==> src/rtl/core/ukf_pkg.sv <==
// Shared types, status codes and the response builder for the unique-key queue.
package ukf_pkg;

  localparam int QUEUE_DEPTH_DEF = 16;
  localparam int KEY_W           = 32;
  localparam int DATA_W          = 32;
  localparam int CNT_W           = 5;

  typedef enum logic {
    OP_ENQ = 1'b0,
    OP_DEQ = 1'b1
  } opcode_t;

  typedef enum logic [1:0] {
    ST_OK    = 2'd0,
    ST_DUP   = 2'd1,
    ST_EMPTY = 2'd2,
    ST_FULL  = 2'd3
  } status_t;

  typedef struct packed {
    opcode_t                   opcode;
    logic signed [KEY_W-1:0]   entry_key;
    logic signed [DATA_W-1:0]  entry_data;
  } req_t;

  typedef struct packed {
    status_t                   status;
    logic signed [KEY_W-1:0]   out_key;
    logic signed [DATA_W-1:0]  out_data;
    logic [CNT_W-1:0]          entry_count;
    logic                      is_empty;
  } rsp_t;

  function automatic rsp_t make_rsp(input status_t                  st,
                                    input logic signed [KEY_W-1:0]  k,
                                    input logic signed [DATA_W-1:0] d,
                                    input logic [CNT_W-1:0]         cnt,
                                    input logic                     empty);
    rsp_t r;
    r.status      = st;
    r.out_key     = k;
    r.out_data    = d;
    r.entry_count = cnt;
    r.is_empty    = empty;
    return r;
  endfunction

endpackage

==> src/rtl/core/ukf_ram.sv <==
// Generic single-write, single-read RAM with registered read data.
module ukf_ram #(
  parameter int WIDTH = 32,
  parameter int DEPTH = 16
) (
  input  logic                     clk,
  input  logic                     we,
  input  logic [$clog2(DEPTH)-1:0] waddr,
  input  logic [WIDTH-1:0]         wdata,
  input  logic [$clog2(DEPTH)-1:0] raddr,
  output logic [WIDTH-1:0]         rdata
);

  logic [WIDTH-1:0] mem [DEPTH];

  // write port
  always_ff @(posedge clk) begin
    if (we) begin
      mem[waddr] <= wdata;
    end
  end

  // registered read port
  always_ff @(posedge clk) begin
    rdata <= mem[raddr];
  end

endmodule

==> src/rtl/core/unique_key_fifo.sv <==
// Top level of the first-in first-out queue that rejects duplicate keys.
//
// Usage: drive req and raise start while busy is low; the request is taken
// at that clock edge. req.opcode selects enqueue of (entry_key, entry_data)
// or dequeue of the oldest entry. Exactly one response follows per request:
// done is high for one cycle with rsp holding status, the dequeued entry
// (zero unless a dequeue succeeded), the entry count and an empty flag.
// The receiver cannot stall; rsp is valid only while done is high.
// Sequence (start edge to done): dequeue of an empty queue and enqueue
// into an empty queue are answered straight from idle, a dequeue passes
// through the head-read state, and an enqueue against held entries first
// walks them on the key memory's single read port: the duplicate check walks
// the held keys one slot per cycle through one shared comparator, and stops
// at the first match. busy is low again in the cycle done is high, so a new
// request may start there. Reset clears head, tail and count; memory
// contents are not cleared and are never read before being written.
module unique_key_fifo
  import ukf_pkg::*;
#(
  parameter int QUEUE_DEPTH = QUEUE_DEPTH_DEF
) (
  input  logic clk,
  input  logic rst,
  input  logic start,
  input  req_t req,
  output logic busy,
  output logic done,
  output rsp_t rsp
);

  localparam int              AW         = $clog2(QUEUE_DEPTH);
  localparam int              CW         = $clog2(QUEUE_DEPTH + 1);
  localparam logic [AW-1:0]   LAST_SLOT  = AW'(QUEUE_DEPTH - 1);
  localparam logic [CW-1:0]   FULL_COUNT = CW'(QUEUE_DEPTH);

  typedef enum logic [2:0] {
    S_IDLE = 3'b001,
    S_WALK = 3'b010,
    S_DEQ  = 3'b100
  } state_t;

  state_t                  state, state_next;
  logic [AW-1:0]           head, head_next;
  logic [AW-1:0]           tail, tail_next;
  logic [CW-1:0]           fill, fill_next;
  logic [AW-1:0]           slot, slot_next;
  logic [CW-1:0]           issued, issued_next;
  logic                    pend, pend_next;
  req_t                    cmd, cmd_next;
  logic                    done_next;
  rsp_t                    rsp_next;

  logic                    wr_en;
  req_t                    wr_req;
  logic [AW-1:0]           raddr;
  logic [KEY_W-1:0]        key_rd;
  logic [DATA_W-1:0]       data_rd;
  logic                    hit;

  function automatic logic [AW-1:0] step_slot(input logic [AW-1:0] s);
    return (s == LAST_SLOT) ? '0 : s + AW'(1);
  endfunction

  // read the head slot when a request arrives, else the walk slot
  assign raddr = (state == S_IDLE) ? head : slot;
  assign busy  = (state != S_IDLE);

  // shared key comparator over the walked slot
  assign hit = pend && (key_rd == cmd.entry_key);

  ukf_ram #(.WIDTH(KEY_W), .DEPTH(QUEUE_DEPTH)) u_key_ram (
    .clk   (clk),
    .we    (wr_en),
    .waddr (tail),
    .wdata (wr_req.entry_key),
    .raddr (raddr),
    .rdata (key_rd)
  );

  ukf_ram #(.WIDTH(DATA_W), .DEPTH(QUEUE_DEPTH)) u_data_ram (
    .clk   (clk),
    .we    (wr_en),
    .waddr (tail),
    .wdata (wr_req.entry_data),
    .raddr (raddr),
    .rdata (data_rd)
  );

  // sequencer: take request, walk keys or read head, then respond
  always_comb begin
    state_next  = state;
    head_next   = head;
    tail_next   = tail;
    fill_next   = fill;
    slot_next   = slot;
    issued_next = issued;
    pend_next   = 1'b0;
    cmd_next    = cmd;
    done_next   = 1'b0;
    rsp_next    = rsp;
    wr_en       = 1'b0;
    wr_req      = req;

    unique case (state)
      S_IDLE: begin
        if (start) begin
          cmd_next = req;
          if (req.opcode == OP_DEQ) begin
            if (fill == '0) begin
              done_next = 1'b1;
              rsp_next  = make_rsp(ST_EMPTY, '0, '0, CNT_W'(fill), 1'b1);
            end else begin
              state_next = S_DEQ;
            end
          end else if (fill == '0) begin
            // empty queue: no key to compare against, accept at once
            wr_en     = 1'b1;
            tail_next = step_slot(tail);
            fill_next = fill + CW'(1);
            done_next = 1'b1;
            rsp_next  = make_rsp(ST_OK, '0, '0, CNT_W'(fill + CW'(1)), 1'b0);
          end else begin
            state_next  = S_WALK;
            slot_next   = head;
            issued_next = '0;
          end
        end
      end

      S_WALK: begin
        wr_req = cmd;
        // issue the next key read while slots remain
        if (issued != fill) begin
          slot_next   = step_slot(slot);
          issued_next = issued + CW'(1);
          pend_next   = 1'b1;
        end
        if (hit) begin
          state_next = S_IDLE;
          done_next  = 1'b1;
          rsp_next   = make_rsp(ST_DUP, '0, '0, CNT_W'(fill), 1'b0);
        end else if (issued == fill) begin
          state_next = S_IDLE;
          done_next  = 1'b1;
          if (fill == FULL_COUNT) begin
            rsp_next = make_rsp(ST_FULL, '0, '0, CNT_W'(fill), 1'b0);
          end else begin
            wr_en     = 1'b1;
            tail_next = step_slot(tail);
            fill_next = fill + CW'(1);
            rsp_next  = make_rsp(ST_OK, '0, '0, CNT_W'(fill + CW'(1)), 1'b0);
          end
        end
      end

      S_DEQ: begin
        // head entry is on the read ports now
        state_next = S_IDLE;
        head_next  = step_slot(head);
        fill_next  = fill - CW'(1);
        done_next  = 1'b1;
        rsp_next   = make_rsp(ST_OK, key_rd, data_rd, CNT_W'(fill - CW'(1)),
                              (fill == CW'(1)));
      end

      default: begin
        state_next = S_IDLE;
      end
    endcase
  end

  // control registers
  always_ff @(posedge clk) begin
    if (rst) begin
      state <= S_IDLE;
      head  <= '0;
      tail  <= '0;
      fill  <= '0;
      pend  <= 1'b0;
      done  <= 1'b0;
    end else begin
      state <= state_next;
      head  <= head_next;
      tail  <= tail_next;
      fill  <= fill_next;
      pend  <= pend_next;
      done  <= done_next;
    end
  end

  // payload registers
  always_ff @(posedge clk) begin
    slot   <= slot_next;
    issued <= issued_next;
    cmd    <= cmd_next;
    rsp    <= rsp_next;
  end

  // a response is only shown once the sequencer is back at rest
  assert property (@(posedge clk) disable iff (rst) done |-> !busy)
    else $error("response strobe while sequencer busy");

  // the count never passes the queue depth
  assert property (@(posedge clk) disable iff (rst) fill <= FULL_COUNT)
    else $error("entry count exceeds queue depth");

  // a dequeue of an empty queue answers in the next cycle with empty status
  assert property (@(posedge clk) disable iff (rst)
    (start && !busy && req.opcode == OP_DEQ && fill == '0)
      |=> (done && rsp.status == ST_EMPTY))
    else $error("empty dequeue not answered at once");

  // a walk ends with the key read pointer having covered at most the count
  assert property (@(posedge clk) disable iff (rst)
    (state == S_WALK) |-> (issued <= fill))
    else $error("key walk ran past held entries");

endmodule
==> config.mk <==
export PLATFORM = sky130hd
export DESIGN_NAME = unique_key_fifo
export DESIGN_NICKNAME = d
export VERILOG_FILES = /design/src/rtl/core/ukf_pkg.sv /design/src/rtl/core/ukf_ram.sv /design/src/rtl/core/unique_key_fifo.sv
export SDC_FILE = /design/constraint.sdc
export NUM_CORES = 2
export LEC_CHECK = 0
export BUFFER_PORTS_ARGS = -buffer_cell sky130_fd_sc_hd__buf_2
export CAP_MARGIN = 20
export CORE_MARGIN = 4
export CORE_UTILIZATION = 30
export CTS_BUF_LIST = sky130_fd_sc_hd__clkbuf_8
export CTS_CLUSTER_SIZE = 20
export DETAILED_ROUTE_END_ITERATION = 16
export GPL_TIMING_DRIVEN = 0
export SLEW_MARGIN = 10
export SYNTH_ARGS = -nofsm -noshare
export SYNTH_HDL_FRONTEND = slang
export SYNTH_SLANG_ARGS = --single-unit
==> constraint.sdc <==
create_clock -name clk -period 21.3 [get_ports clk]
set_clock_uncertainty 0.1 [all_clocks]
set_input_delay 4.26 -clock clk [delete_from_list [all_inputs] [get_ports clk]]
set_output_delay 4.26 -clock clk [all_outputs]
set_load 0.02 [all_outputs]
======== Word level (Yosys, flattened, before mapping) ========
Memories as Yosys holds them, arrays and structs flattened. A register that Yosys moved wholly into a read port is not among the register bits.
Index checks and enable logic that the tools add are counted.
operators by class
  reductions and logical operators ........ 11
  equal/unequal tests ..................... 21
  add/subtract/negate cells ............... 6
  muxes and demuxes ....................... 58
  bitwise operators ....................... 1
operators by type and width
  kind                 number
  $mux 72              7
  $pmux 72 s3          1
  $mux 64              1
  $mux 4               14
  $mux 5               10
  $eq 32x32->1         1
  $mux 3               6
  $pmux 4 s2           2
  $pmux 5 s3           1
  $ne 2x2->1 const B   7
  $reduce_and 7->1     2
  $add 4x1->4 const B  3
  $eq 4x4->1 const B   3
  $mux 1               12
  $add 5x1->5 const B  2
  $pmux 5 s2           1
  $pmux 3 s2           1
  $eq 5x1->1 const B   1
  $eq 5x5->1           1
  $eq 5x5->1 const B   1
  $logic_not 5->1      1
  $ne 5x5->1           1
  $reduce_and 5->1     1
  $sub 5x1->5 const B  1
  16 further kinds     16
word-level totals
  bits of input ports ..................... 68
  logic and storage cells ................. 114
  memory bits (writable) .................. 1024
  flip-flop bits (word level) ............. 163
  output and inout bits ................... 74
  memories kept ........................... 2
memory list
  memory          depth  bits a word  read ports  clocked after memory_dff  wr ports  RTL line       RTL
  u_data_ram.mem  16     32           1           1                         1         ukf_ram.sv:14  logic [WIDTH-1:0] mem [DEPTH];
  u_key_ram.mem   16     32           1           1                         1         ukf_ram.sv:14

======== Longest topological paths before layout ========
  word-level depth ........................ 7
  mapped depth ............................ 8
  gate-level depth less buffers ........... 8

======== By module ========
From an unflattened synthesis, not the netlist that was laid out.
unflattened totals
  cell total of the unflattened synthesis .. 2390
  area, all modules ....................... 47381.7 µm²
by module, submodules not included
  module           times used  cells each  seq. area each (µm²)  area an instance (µm²)
  ukf_ram          2           838         16015.4               19835.3
  unique_key_fifo  1           714         4714.5                7711.1

======== Worst setup path before layout ========
OpenSTA, ideal clock, no wires.
  path kind ............................... input -> register
  start point ............................. in start
  end point ............................... mem u_data_ram.mem[11][0], enable pin
  stages .................................. 5
  data required time ...................... 20.636 ns
  setup time .............................. 0.564 ns
  arrival time ............................ 10.810 ns
  slack ................................... 9.826 ns
  buffers on the path ..................... 0
  path through ............................ and2_1 -> nand3b_1 -> a21bo_2 -> o21ai_0 -> nor3_1
on the way
  cells in the longest elaborated chain, start to end .. 4
ends and longest elaborated chain
  item                          RTL line                RTL
  start: declaration            unique_key_fifo.sv:24   input logic start,
  $mux 1                        unique_key_fifo.sv:106  if (start) begin
  $pmux 1 s2                    unique_key_fifo.sv:104  unique case (state)
  $mux 1                        ukf_ram.sv:18           if (we) begin
  $mux 1 (not written as such)  ukf_ram.sv:19           mem[waddr] <= wdata;
  end: declaration              ukf_ram.sv:14
No other way between the ends.

======== Worst setup path in the final report ========
  start point ............................. in start
  end point ............................... mem u_data_ram.mem[3][19], enable pin
The elaborated chain is that of the path after synthesis.

==> impl.org <==
** Power
- Leak Pwr :: approximately 19 nW
- Net switching power :: between 1.5 and 2 mW
- In this run, flip-flops and latches consume between 50% and 60% of the power.
- Total internal power :: 4.24 mW
- Clock network power share :: ~32%
- Worst IR Drop VDD :: 0.0641 mV
- Combinational cells account for roughly 17% of the total power.
- Dividing total power by cell area gives a power density of between 100 and 150 nW/um2.
- Switching fraction of total power :: between 20% and 30%

** Yosys
- Sequential elements use about three quarters of the synthesized area.
- Counting flops and latches in the post-synthesis netlist gives between 1k and 1.5k.
- Post-synthesis cell type with the largest combined area :: edfxtp_1
- Counting flops with a built-in enable in the synthesized netlist gives around 1.2k.
- For this run, the leading register cell type out of synthesis is edfxtp_1.
- Most area-consuming cells after synthesis :: edfxtp_1 74%, mux4_2 12%, dfxtp_1 3.4%
- Post-Syn Nets :: roughly 2.6k
- Instance count of the mapped netlist :: approximately 2.5k
- The average instance in the mapped netlist occupies between 15 and 20 um2.
- The top cell type by area accounts for approximately three quarters of the synthesized area.
- Count of different cell masters after synthesis :: a little under 60
- Async S/R FF share, synth :: 0%
- For this run, the number of Yosys warnings is 0.
- After synthesis the cells add up to around 48000 um2.

** Timing
- Unrepaired setup endpoints after global routing :: no
- After routing, the total negative slack on setup checks comes to 0 ps.
- Worst Max-Slew Pin Slew :: about 1100 ps
- Final worst path period need :: between 7000 and 8000 ps
- The hold violation count in the final report is 0.
- Of the available clock period, the critical path in the final layout requires about a third.
- Setup violations remaining at the end of the flow were counted as 0.
- Peak Freq :: roughly 140 MHz
- The count of pins over their slew limit is 0.
- Worst slew margin :: roughly 27%

** Detailed routing
- For this run, the detailed router's first-pass iteration total came to 5.
- Using the TritonRoute via totals, the vias-per-cell ratio works out to 4.90.
- Number of DRC markers after the initial detailed-route iteration :: between 2k and 2.5k
- After detailed routing, the number of remaining DRC violations is 0.
- The detailed router placed about 25k vias in this run.
- The count of nets left with antenna violations once routing finished came out at 0.
- In the final routed layout, each cell accounts on average for roughly 25 um.
- Wire length reported by the detailed router :: between 100 and 150 mm

** Clock network
- Hold buffer count at cts :: 0
- Depth of the CTS H-tree :: 4
- CTS Buf Count :: 192
- In this run the post-CTS setup repair buffer count came out at 0.
- TritonCTS built the clock tree.
- Clock tree synthesis selected as its root buffer the cell clkbuf_8.
- After clock tree synthesis, the clock-pin slew on the worst setup and hold paths is around 60 ps.
- CTS Sinks :: about 1.3k
- Resize count post-CTS :: 0
- For the worst-skew pair, the clock arrives at the later sink with an insertion delay of about 900 ps.
- Maximum buffer depth of the clock tree :: 3

** Die
- The initial utilization of the core area, before any placement, comes to 30.2%.
- For this design the top-level I/O count stands at between 100 and 150.
- The core region is about 160000 um2.
- Number of rows created at floorplan :: between 100 and 150
- Measured along the y axis, the die boundary spans 407 um.
- The die covers approximately 170000 um2.
- The die is between 400 and 500 um wide.

** Placed design
- Port-buffer cells :: 141
- HPWL after detailed placement :: slightly below 80 mm
- Final weighted congestion in routability-driven placement :: roughly 0.8

** Layout
- Nets :: ~3k
- Final Core Density :: about a third
- Area growth, synth to finish :: 16.2%
- In the final layout, the share of cells above drive strength 1 is about a quarter.
- Most common library cell in the layout ignoring fill and taps :: edfxtp_1
- Highest-count cells in the layout ignoring fill and taps :: 1169 x edfxtp_1, 343 x nand2_1, 256 x mux4_2, 217 x clkbuf_8, 172 x buf_2

** GRT
- Global routing used 15.1% of the available tracks across all layers.
- Entering global routing, the biggest net connects 42 pins.
- Gr ovfl total :: 0
- Vias in the first global route :: approximately 25k
- First-pass GRT wire length :: 179 mm
- Number of antenna violations at the first check in global routing :: 28

** Status
- The flow ran to the end, and the final reports show no timing, DRC or antenna violations.

** Worst setup path
- The worst setup path is launched from a primary input.
- CP Data Required Time :: between 20000 and 25000 ps
- Among all stages on the critical path, the largest delay is contributed by nor3_2.
- The worst setup path is of the in2reg kind.
- Critical Path Most Common Cell :: buf_4
- Largest stage delay on the critical path :: roughly 770 ps
- Number of cell instances on the worst register-to-register path :: 12
- The signal on the critical path passes through buf_2 -> and2_4 -> buf_16 -> nand3b_1 -> a21bo_2 -> o21ai_0 -> nor3_2 -> buf_4 -> buf_4 -> buf_4 -> buf_4.
- STA puts the critical path data arrival time at ~7700 ps.
- Worst-path fanout max :: 41
- STA classifies the critical path endpoint as a flop.

** Flow run
- Across the run, the number of max-cap violations was 0.

** Min path
- Class of the tightest hold or removal check :: reg2reg
- Along the worst hold path, the cell count comes to 1.
==> final timing paths <==
| path | to | slack, ps | startpoint |
|---|---|---|---|
| setup / recovery | u_data_ram.mem[3][19] | 14080 | start |
| hold / removal | rsp[13] | 400 | u_data_ram.rdata[7] |
| setup reg to reg | u_data_ram.mem[3][19] | 16510 | state[0] |
| hold reg to reg | rsp[13] | 400 | u_data_ram.rdata[7] |
==> critical path, delay by kind of cell <==
| kind | cells | cell delay (ps) |
|---|---|---|
| buf+inv | 6 | 1420 |
| simple gates | 3 | 1360 |
| compound gates | 2 | 560 |
==> per-layer routing <==
layer,routed length [um],part of all wire [%],GRT usage (%),up-vias
met1,53100,42,20.2,13150
met5,80,0.063,0,-
met3,10600,8.4,4.67,214
met2,59000,47,23.5,959
met4,3250,2.6,5.10,12
li1,-,-,-,10714
==> cell usage after synthesis (2+ instances only) <==
cell and count:
inv_1 10, mux2i_1 4, buf_1 16, xor2_1 17
and3_1 14, nor4_1 4, or3_1 4, a211oi_1 66
edfxtp_1 1169, mux2_2 6, nand3b_1 2, a21oi_1 16
o221ai_1 3, a31o_2 2, ha_1 11, nor4b_1 2
nand3_1 12, nor2_1 34, o31ai_1 3, o21ai_0 15
nor3_1 9, clkbuf_1 84, mux4_2 256, xnor2_1 26
a31oi_1 66, a21o_1 2, and2_1 132, nor2b_1 9
dfxtp_1 82, a311oi_1 3, nand4_1 9, nand2_1 343
buf_2 31
==> state kept, by name (all words and copies together), names as in the netlist <==
signal and flops:
u_data_ram.mem 512, fill 5, rsp 72, u_key_ram.rdata 32
slot 4, issued 5, state 3, u_key_ram.mem 512
head 4, tail 4, pend 1, done 1
u_data_ram.rdata 32, cmd 64
==> power by group through the flow <==
stage | registers [mW] | clock network, mW | logic (mW)
after detailed placement | 3.01 | 0 | 1.02
final | 2.96 | 1.89 | 1.01
after global routing | 2.98 | 2.05 | 1.08
after floorplan | 3.04 | 0 | 0.581
after global placement | 3.03 | 0 | 0.984
after CTS | 2.96 | 1.94 | 1.02
==> cells by family after synthesis <==
family          Yosys count  synth area share, %
compound gates          190                 2.71
simple gates            584                 5.72
buf+inv                 142                 1.21
mux                     266                 12.3
xor+xnor                 43                0.789
fa+ha+maj                11                0.288
flops                  1251                 77.0
==> layout make-up <==
class | count | area, um2
repair buffers | 180 | 1360
plain buffers | 132 | 549
multi-input cells | 1094 | 10500
fillers | 14904 | 103000
clock buffers | 217 | 2990
flip-flops and latches | 1251 | 36700
well taps | 2072 | 2590
clock inverters | 127 | 633
inverters | 10 | 37.5
diodes | 25 | 62.6
==> per-stage QoR <==
step	area, um2	instances	power [mW]	setup slack (ps)	hold WS [ps]
after floorplan	47700	2487	3.63	9830	382
after global placement	51000	4700	4.02	2300	394
after detailed placement	51800	4739	4.03	13180	391
after CTS	55400	5083	5.92	14120	403
after global routing	55400	5086	6.11	13850	414
final	55500	5108	5.86	14080	404
Power figures use the tool's default switching activity.
